File: config.mk
export PLATFORM = sky130hd
export DESIGN_NAME = bfa_ctrl
export DESIGN_NICKNAME = d
export VERILOG_FILES = /design/src/bfa_pkg.sv /design/src/bfa_ctrl.sv
export SDC_FILE = /design/constraint.sdc
export NUM_CORES = 1
export LEC_CHECK = 0
export BUFFER_PORTS_ARGS = -buffer_cell sky130_fd_sc_hd__buf_2
export CORE_ASPECT_RATIO = 1.4
export CORE_MARGIN = 2
export CORE_UTILIZATION = 49
export CTS_CLUSTER_SIZE = 20
export DETAILED_ROUTE_END_ITERATION = 8
export PLACE_DENSITY = 0.78
export SLEW_MARGIN = 0
export SYNTH_ARGS = -nofsm -noshare
export SYNTH_HDL_FRONTEND = slang
export SYNTH_SLANG_ARGS = --single-unit
File: constraint.sdc
create_clock -name clk -period 2.8 [get_ports clk]
set_input_delay 0.56 -clock clk [delete_from_list [all_inputs] [get_ports clk]]
set_output_delay 0.56 -clock clk [all_outputs]
set_load 0.01 [all_outputs]
File: src/bfa_pkg.sv
`default_nettype none
// ----------------------------------------------------------------------------
// bfa_pkg
// Shared types, codes and helpers for the best-fit free-list allocator.
// ----------------------------------------------------------------------------
package bfa_pkg;

  localparam int ADDR_W         = 32;
  localparam int DEF_MAX_BLOCKS = 256;
  localparam int CNT_OUT_W      = 9;
  localparam int ALIGN_W        = 5;
  localparam int ALIGN_CAP      = 16;
  localparam int CFG_IDX_W      = 2;
  localparam int CFG_DATA_W     = 32;

  localparam logic [ADDR_W-1:0] HALF_RANGE = {1'b0, {(ADDR_W-1){1'b1}}};

  localparam logic [CFG_IDX_W-1:0] REG_BASE    = 2'd0;
  localparam logic [CFG_IDX_W-1:0] REG_SIZE    = 2'd1;
  localparam logic [CFG_IDX_W-1:0] REG_ALIGN   = 2'd2;
  localparam logic [CFG_IDX_W-1:0] REG_MEASURE = 2'd3;

  typedef enum logic [1:0] {
    MODE_RESET = 2'd0,
    MODE_ALLOC = 2'd1,
    MODE_FREE  = 2'd2
  } mode_t;

  typedef enum logic [1:0] {
    ST_OK       = 2'd0,
    ST_NO_SPACE = 2'd1,
    ST_FULL     = 2'd2,
    ST_FOREIGN  = 2'd3
  } status_t;

  typedef enum logic [1:0] {
    RD_SCAN     = 2'd0,
    RD_FETCH    = 2'd1,
    RD_SHIFT_DN = 2'd2,
    RD_SHIFT_UP = 2'd3
  } rd_kind_t;

  typedef enum logic [2:0] {
    WR_NONE   = 3'd0,
    WR_RESET  = 3'd1,
    WR_ALLOC  = 3'd2,
    WR_HIT_A  = 3'd3,
    WR_HIT_B  = 3'd4,
    WR_MERGE  = 3'd5,
    WR_INSERT = 3'd6
  } wr_op_t;

  typedef enum logic [1:0] {
    CNT_HOLD = 2'd0,
    CNT_ONE  = 2'd1,
    CNT_INC  = 2'd2,
    CNT_DEC  = 2'd3
  } cnt_op_t;

  typedef struct packed {
    logic [1:0]        mode;
    logic [ADDR_W-1:0] request_size;
    logic [ADDR_W-1:0] free_address;
    logic              is_own;
  } alloc_req_t;

  typedef struct packed {
    logic [1:0]           status;
    logic [ADDR_W-1:0]    granted_address;
    logic [ADDR_W-1:0]    high_water;
    logic [CNT_OUT_W-1:0] block_count;
  } alloc_rsp_t;

  typedef struct packed {
    logic     load;
    logic     rd_en;
    rd_kind_t rd_kind;
    wr_op_t   wr_op;
    cnt_op_t  cnt_op;
    logic     set_status;
    status_t  status;
    logic     alloc_commit;
  } dp_cmd_t;

  typedef struct packed {
    logic [1:0] mode;
    logic       own;
    logic       count_zero;
    logic       count_full;
    logic       alloc_ok;
    logic       alloc_drop;
    logic       hit_a;
    logic       hit_b;
    logic       has_next;
    logic       merge_next;
  } dp_sts_t;

  // round up to the capped power-of-two alignment, full precision
  function automatic logic [ADDR_W:0] round_up(input logic [ADDR_W-1:0] v,
                                               input logic [ALIGN_W-1:0] lg);
    logic [ALIGN_W-1:0] l;
    logic [ADDR_W:0]    m;
    l = (lg > ALIGN_W'(ALIGN_CAP)) ? ALIGN_W'(ALIGN_CAP) : lg;
    m = ((ADDR_W+1)'(1) << l) - (ADDR_W+1)'(1);
    return ({1'b0, v} + m) & ~m;
  endfunction

endpackage
`default_nettype wire

File: src/bfa_ctrl.sv
`default_nettype none
// ----------------------------------------------------------------------------
// bfa_ctrl
// Sequencer: list scan, resolve, neighbour fetch and list shifting.
// ----------------------------------------------------------------------------
module bfa_ctrl import bfa_pkg::*; #(
  parameter int MAX_BLOCKS = DEF_MAX_BLOCKS,
  parameter int IDX_W      = $clog2(MAX_BLOCKS),
  parameter int CNT_W      = $clog2(MAX_BLOCKS + 1)
) (
  input  wire logic             clk,
  input  wire logic             rst,
  input  wire logic             start,
  output logic                  busy,
  output logic                  done,
  input  wire dp_sts_t          sts,
  input  wire logic [CNT_W-1:0] count,
  input  wire logic [IDX_W-1:0] sel_idx,
  input  wire logic [IDX_W-1:0] hit_idx,
  input  wire logic [CNT_W-1:0] pos,
  output dp_cmd_t               cmd,
  output logic [IDX_W-1:0]      rd_addr
);

  typedef enum logic [9:0] {
    S_IDLE       = 10'b0000000001,
    S_DECODE     = 10'b0000000010,
    S_SCAN       = 10'b0000000100,
    S_RESOLVE    = 10'b0000001000,
    S_FETCH      = 10'b0000010000,
    S_FETCH_WAIT = 10'b0000100000,
    S_SHIFT_DN   = 10'b0001000000,
    S_SHIFT_UP   = 10'b0010000000,
    S_INSERT     = 10'b0100000000,
    S_DONE       = 10'b1000000000
  } state_t;

  state_t           state, state_next;
  logic [CNT_W-1:0] ptr, ptr_next;
  logic [CNT_W-1:0] ptr_dec;

  assign ptr_dec = ptr - CNT_W'(1);
  assign busy    = (state != S_IDLE);
  assign done    = (state == S_DONE);

  always_ff @(posedge clk) begin
    if (rst) begin
      state <= S_IDLE;
      ptr   <= '0;
    end else begin
      state <= state_next;
      ptr   <= ptr_next;
    end
  end

  always_comb begin
    cmd        = '0;
    rd_addr    = ptr[IDX_W-1:0];
    ptr_next   = ptr;
    state_next = state;
    unique case (state)
      S_IDLE: begin
        if (start) begin
          cmd.load   = 1'b1;
          state_next = S_DECODE;
        end
      end
      S_DECODE: begin
        state_next = S_DONE;
        case (sts.mode)
          MODE_RESET: begin
            cmd.wr_op  = WR_RESET;
            cmd.cnt_op = CNT_ONE;
          end
          MODE_ALLOC: begin
            if (sts.count_zero) begin
              cmd.set_status = 1'b1;
              cmd.status     = ST_NO_SPACE;
            end else begin
              ptr_next   = '0;
              state_next = S_SCAN;
            end
          end
          MODE_FREE: begin
            if (!sts.own) begin
              cmd.set_status = 1'b1;
              cmd.status     = ST_FOREIGN;
            end else begin
              ptr_next   = '0;
              state_next = S_SCAN;
            end
          end
          default: ;
        endcase
      end
      S_SCAN: begin
        if (ptr < count) begin
          cmd.rd_en   = 1'b1;
          cmd.rd_kind = RD_SCAN;
          ptr_next    = ptr + CNT_W'(1);
        end else begin
          state_next = S_RESOLVE;
        end
      end
      S_RESOLVE: begin
        state_next = S_DONE;
        if (sts.mode == MODE_ALLOC) begin
          if (sts.alloc_ok) begin
            cmd.alloc_commit = 1'b1;
            if (sts.alloc_drop) begin
              ptr_next   = CNT_W'(sel_idx) + CNT_W'(1);
              state_next = S_SHIFT_DN;
            end else begin
              cmd.wr_op = WR_ALLOC;
            end
          end else begin
            cmd.set_status = 1'b1;
            cmd.status     = ST_NO_SPACE;
          end
        end else if (sts.hit_a) begin
          if (sts.has_next) begin
            ptr_next   = CNT_W'(hit_idx) + CNT_W'(1);
            state_next = S_FETCH;
          end else begin
            cmd.wr_op = WR_HIT_A;
          end
        end else if (sts.hit_b) begin
          cmd.wr_op = WR_HIT_B;
        end else if (sts.count_full) begin
          cmd.set_status = 1'b1;
          cmd.status     = ST_FULL;
        end else begin
          ptr_next   = count;
          state_next = S_SHIFT_UP;
        end
      end
      S_FETCH: begin
        cmd.rd_en   = 1'b1;
        cmd.rd_kind = RD_FETCH;
        state_next  = S_FETCH_WAIT;
      end
      S_FETCH_WAIT: begin
        if (sts.merge_next) begin
          cmd.wr_op  = WR_MERGE;
          ptr_next   = ptr + CNT_W'(1);
          state_next = S_SHIFT_DN;
        end else begin
          cmd.wr_op  = WR_HIT_A;
          state_next = S_DONE;
        end
      end
      S_SHIFT_DN: begin
        if (ptr < count) begin
          cmd.rd_en   = 1'b1;
          cmd.rd_kind = RD_SHIFT_DN;
          ptr_next    = ptr + CNT_W'(1);
        end else begin
          cmd.cnt_op = CNT_DEC;
          state_next = S_DONE;
        end
      end
      S_SHIFT_UP: begin
        if (ptr > pos) begin
          rd_addr     = ptr_dec[IDX_W-1:0];
          cmd.rd_en   = 1'b1;
          cmd.rd_kind = RD_SHIFT_UP;
          ptr_next    = ptr_dec;
        end else begin
          state_next = S_INSERT;
        end
      end
      S_INSERT: begin
        cmd.wr_op  = WR_INSERT;
        cmd.cnt_op = CNT_INC;
        state_next = S_DONE;
      end
      S_DONE: begin
        state_next = S_IDLE;
      end
      default: state_next = S_IDLE;
    endcase
  end

  a_done_single: assert property (@(posedge clk) disable iff (rst) done |=> !done)
    else $error("result strobe held for more than one cycle");
  a_start_busy: assert property (@(posedge clk) disable iff (rst)
    (start && !busy) |=> busy)
    else $error("accepted request did not make the block busy");
  a_done_from_busy: assert property (@(posedge clk) disable iff (rst)
    done |-> $past(busy))
    else $error("result strobe without a request in progress");

endmodule
`default_nettype wire

==> Implementation_results.wiki <==
{| class="wikitable"
! Metric !! Value
|-
| Worst reg-to-reg setup slack || around 0.32 ns
|-
| DRT Pass-1 Iters || 5
|-
| Shortest clock period the worst path allows after layout || approximately 2.9 ns
|-
| Tightest Pin Transition || ~0.58 ns
|-
| Slew headroom || roughly 60%
|-
| Clock sink count || 19
|-
| Type of the setup path with the least slack || in2out
|-
| Clock latency of the later-clocked register in the worst-skew pair || about 0.26 ns
|-
| Fraction of the mapped netlist area in adder cells || between 10% and 20%
|-
| Total CTS buffers || 3
|-
| Number of register bits inferred by synthesis || 19
|-
| Critical path origin || pos[7]
|-
| Kind of path behind the tightest hold check || in2reg
|-
| Path depth of the worst reg2reg path || 8
|-
| Setup slack after layout || -0.135 ns
|-
| Total chip power || 0.000982 W
|-
| CTS H-tree lvls || 1
|-
| Count of boundary I/O pins || 71
|-
| Ranking of synthesized cells by area || sky130_fd_sc_hd__dfxtp_1 (15%), sky130_fd_sc_hd__ha_1 (12%), sky130_fd_sc_hd__nor2_1 (7.8%), sky130_fd_sc_hd__xor2_1 (4.7%), sky130_fd_sc_hd__nand2_1 (4.5%)
|-
| Average detailed-routed wire length per instance || 16.1 um
|-
| Post-synthesis sequential area ratio || 14.6%
|-
| Worst r2r src || state[3]
|-
| Proportion of synthesized flip-flops having asynchronous set or reset || 0%
|-
| TritonCTS clock tree || done
|-
| Cell taking the most area after synthesis || sky130_fd_sc_hd__dfxtp_1
|-
| Clock transition at the register clock pins on the worst setup and hold paths after CTS || 0.08 ns
|-
| Number of instances in the synthesized netlist || 373
|-
| Total global routing overflow || 0
|-
| Compound-cell area share of the yosys netlist || a little under a quarter
|-
| Ratio of final minimum period to clock period || 105%
|-
| Core area || 0.00516 sq mm
|-
| Hold violation count in the final report || 0
|-
| First-pass GRT wire length || 13,600 um
|-
| Total Die Area || 0.00592 sq mm
|-
| R2r endpoint || ptr[0]
|-
| Post-detailed-routing wire length || around 8600 um
|-
| Leakage power summed over all cells || 1.72 nW
|-
| Startpoint kind of the worst setup timing path || input port
|-
| Max IR drop VDD || 0.180 mV
|-
| Largest incremental delay on the critical path || approximately 0.46 ns
|-
| Max-slew violations || 0
|-
| Most repeated cell in the gate-level netlist after synthesis || sky130_fd_sc_hd__nor2_1
|-
| RSZ-0062 raised after global routing || yes
|-
| Clock tree skew after final layout || slightly above 0.004 ns
|-
| Synthesized-area fraction occupied by xor and xnor cells || slightly above 8%
|-
| Most frequent cells after synthesis || sky130_fd_sc_hd__nor2_1 (54), sky130_fd_sc_hd__nand2_1 (31), sky130_fd_sc_hd__inv_1 (27)
|-
| Fraction of post-synthesis cell area in the top cell type by area || 14.6%
|-
| Power per standard cell area || ~270 mW/mm^2
|-
| Synthesized netlist net count || between 400 and 500
|-
| Crit. End Element || primary output
|-
| Worst-case setup slack after placement || -0.233 ns
|-
| Fraction of final layout cells sized beyond drive strength 1 || between 30% and 40%
|-
| Overall fraction of global-route tracks in use || ~28%
|-
| Final antenna-violating net count || 0
|-
| Number of endpoints failing setup at the final stage || 10
|-
| Buffers added on ports || 70
|-
| Post-route DRC violation count || 0
|-
| Worst-path maximum fanout || 8
|-
| Simple-gate area share of the yosys netlist || between 30% and 40%
|-
| Highest routing layer actually used || met4
|-
| WL met1 || 3290 um
|-
| Mux cell area share after synthesis || less than 1%
|-
| Distinct cell type count of the synthesized netlist || between 50 and 60
|-
| Critical path cell sequence || buf_6, inv_4, ha_4, nand4_1, nor3_2, a2111oi_4, or3_4, nor2b_4, xor2_1, buf_2
|-
| Number of antenna repair diodes || 0
|-
| Ratio of routed vias to standard cells || about 6
|-
| DP HPWL || roughly 6600 um
|-
| Starting density of the core || 50.4%
|-
| Hold buffers post-CTS || 0
|-
| CP endpoint || rd_addr[7]
|-
| CTS max path bufs || 2
|-
| Met2 routed WL || 4520 um
|-
| Dominant synthesized flop cell || sky130_fd_sc_hd__dfxtp_1
|-
| Combinational family with the most area after synthesis || simple AND/OR/NAND/NOR gates
|-
| Violations in the final reports || negative setup slack
|-
| Netlist Area Pre-Place || about 0.0026 sq mm
|-
| Standard-cell row count || 31
|-
| Yosys warnings || 0
|-
| Data required, critical path || 2.24 ns
|-
| Critical-path cell with the highest stage delay || sky130_fd_sc_hd__or3_4
|-
| RePlAce Congestion || around 0.9
|-
| Number of nets in the layout || between 500 and 600
|-
| Arrival time reported for the critical path endpoint || around 2.4 ns
|-
| Violation count after the first detailed-routing iteration || a little over 200
|-
| Number of flops mapped to enable cells by yosys || 0
|-
| Growth of design area from synthesis to finish || 37.3%
|-
| Largest net degree at the start of global routing || 23
|-
| Height of the die || between 90 and 100 um
|-
| Number of vias after detailed routing || 3,200
|-
| Die width || roughly 66 um
|-
| Master cell of the clock root buffer || sky130_fd_sc_hd__clkbuf_8
|-
| Count of maximum capacitance violations || 0
|-
| Peak clock frequency supported by timing || roughly 340 MHz
|-
| Initial antenna violation count || 0
|-
| Amount of wire on met3 after detailed routing || 421 um
|-
| Number of global-route vias before repair || roughly 3,000
|-
| Mean Syn Cell Area || roughly 7.0 sq um
|-
| Result of the run || complete, but fails checks
|}
layer usage:
layer	track usage, %	vias up
li1	-	1537
met4	12.8	0
met2	52.4	131
met5	0	-
met3	3.25	26
met1	31.1	1506
critical path, delay by kind of cell:
family	cells	cell delay, ns
simple gates	4	1.04
buf+inv	3	0.27
fa+ha+maj	1	0.25
xor+xnor	1	0.18
compound gates	1	0.07
worst min path at each step:
stage	start	endpoint	slack, ns	depth (start not counted)
2_1_floorplan	ptr[8]	ptr[8]	0.52	2
3_3_place_gp	state[2]	state[2]	0.63	3
3_5_place_dp	state[2]	state[2]	0.63	3
4_1_cts	sts[1]	state[4]	0.58	3
5_1_grt	sts[1]	state[4]	0.58	3
6_report	sts[1]	state[4]	0.59	3
flip-flops by register name, indices dropped and copies added, names as in the netlist:
signal and count:
ptr 9, state 10
logic make-up (layout without fill, tap and decap cells):
kind of cell | after synthesis | after routing
simple gates | 169 | 169
fa+ha+maj | 24 | 24
xor+xnor | 24 | 24
buf+inv | 47 | 141
compound gates | 88 | 88
flops | 19 | 19
mux | 2 | 2
through the flow:
stage / hold WS (ns) / utilization (%) / instance area, sq um / setup TNS, ns / instances
2_1_floorplan: 0.520 / - / 2610 / 0 / 373
3_3_place_gp: 0.626 / 63.1 / 3250 / -1.44 / 526
3_5_place_dp: 0.629 / 63.1 / 3250 / -3.19 / 526
4_1_cts: 0.577 / 67.1 / 3460 / -0.124 / 530
5_1_grt: 0.578 / 69.2 / 3570 / -1.31 / 533
6_report: 0.586 / 69.2 / 3570 / -0.680 / 533
layout by cell type, fill, tap and decap left out, types with 6 or more instances in the layout:
cell type / Yosys / layout
sky130_fd_sc_hd__buf_4: 0 / 38
sky130_fd_sc_hd__dfxtp_1: 19 / 17
sky130_fd_sc_hd__a211oi_1: 11 / 9
sky130_fd_sc_hd__inv_1: 27 / 20
sky130_fd_sc_hd__inv_2: 0 / 6
sky130_fd_sc_hd__a21oi_1: 18 / 16
sky130_fd_sc_hd__buf_2: 0 / 65
sky130_fd_sc_hd__nor2_1: 54 / 48
sky130_fd_sc_hd__buf_6: 2 / 6
sky130_fd_sc_hd__o21ai_0: 20 / 15
sky130_fd_sc_hd__xnor2_1: 10 / 9
sky130_fd_sc_hd__xor2_1: 14 / 14
sky130_fd_sc_hd__nand3_1: 16 / 15
sky130_fd_sc_hd__nand2b_1: 6 / 6
sky130_fd_sc_hd__nand2_1: 31 / 31
sky130_fd_sc_hd__ha_1: 24 / 17
sky130_fd_sc_hd__and3_1: 6 / 6
sky130_fd_sc_hd__nand4_1: 11 / 11
sky130_fd_sc_hd__ha_4: 0 / 7
cell type report:
cell class,instances,area (sq um)
fill,415,1590
clock buffer,3,41.3
timing repair buffer,110,698
multi-input combinational,307,2260
inverter,27,104
sequential,19,383
tap,66,82.6
clock inverter,1,7.51
power breakdown:
group | total, W | internal [W] | switching, W
clock | 0.000201 | 0.000100 | 0.000100
sequential | 0.000301 | 0.000284 | 0.0000167
combinational | 0.000480 | 0.000216 | 0.000264
what timing repair did:
action                                  4_1_cts  5_1_grt
pin swaps                                    12        7
gates resized for setup                      37       19
hold endpoints to repair                      0        0
setup buffers                                 1        3
endpoints found under the setup margin       14       18
Power figures use the tool's default switching activity.
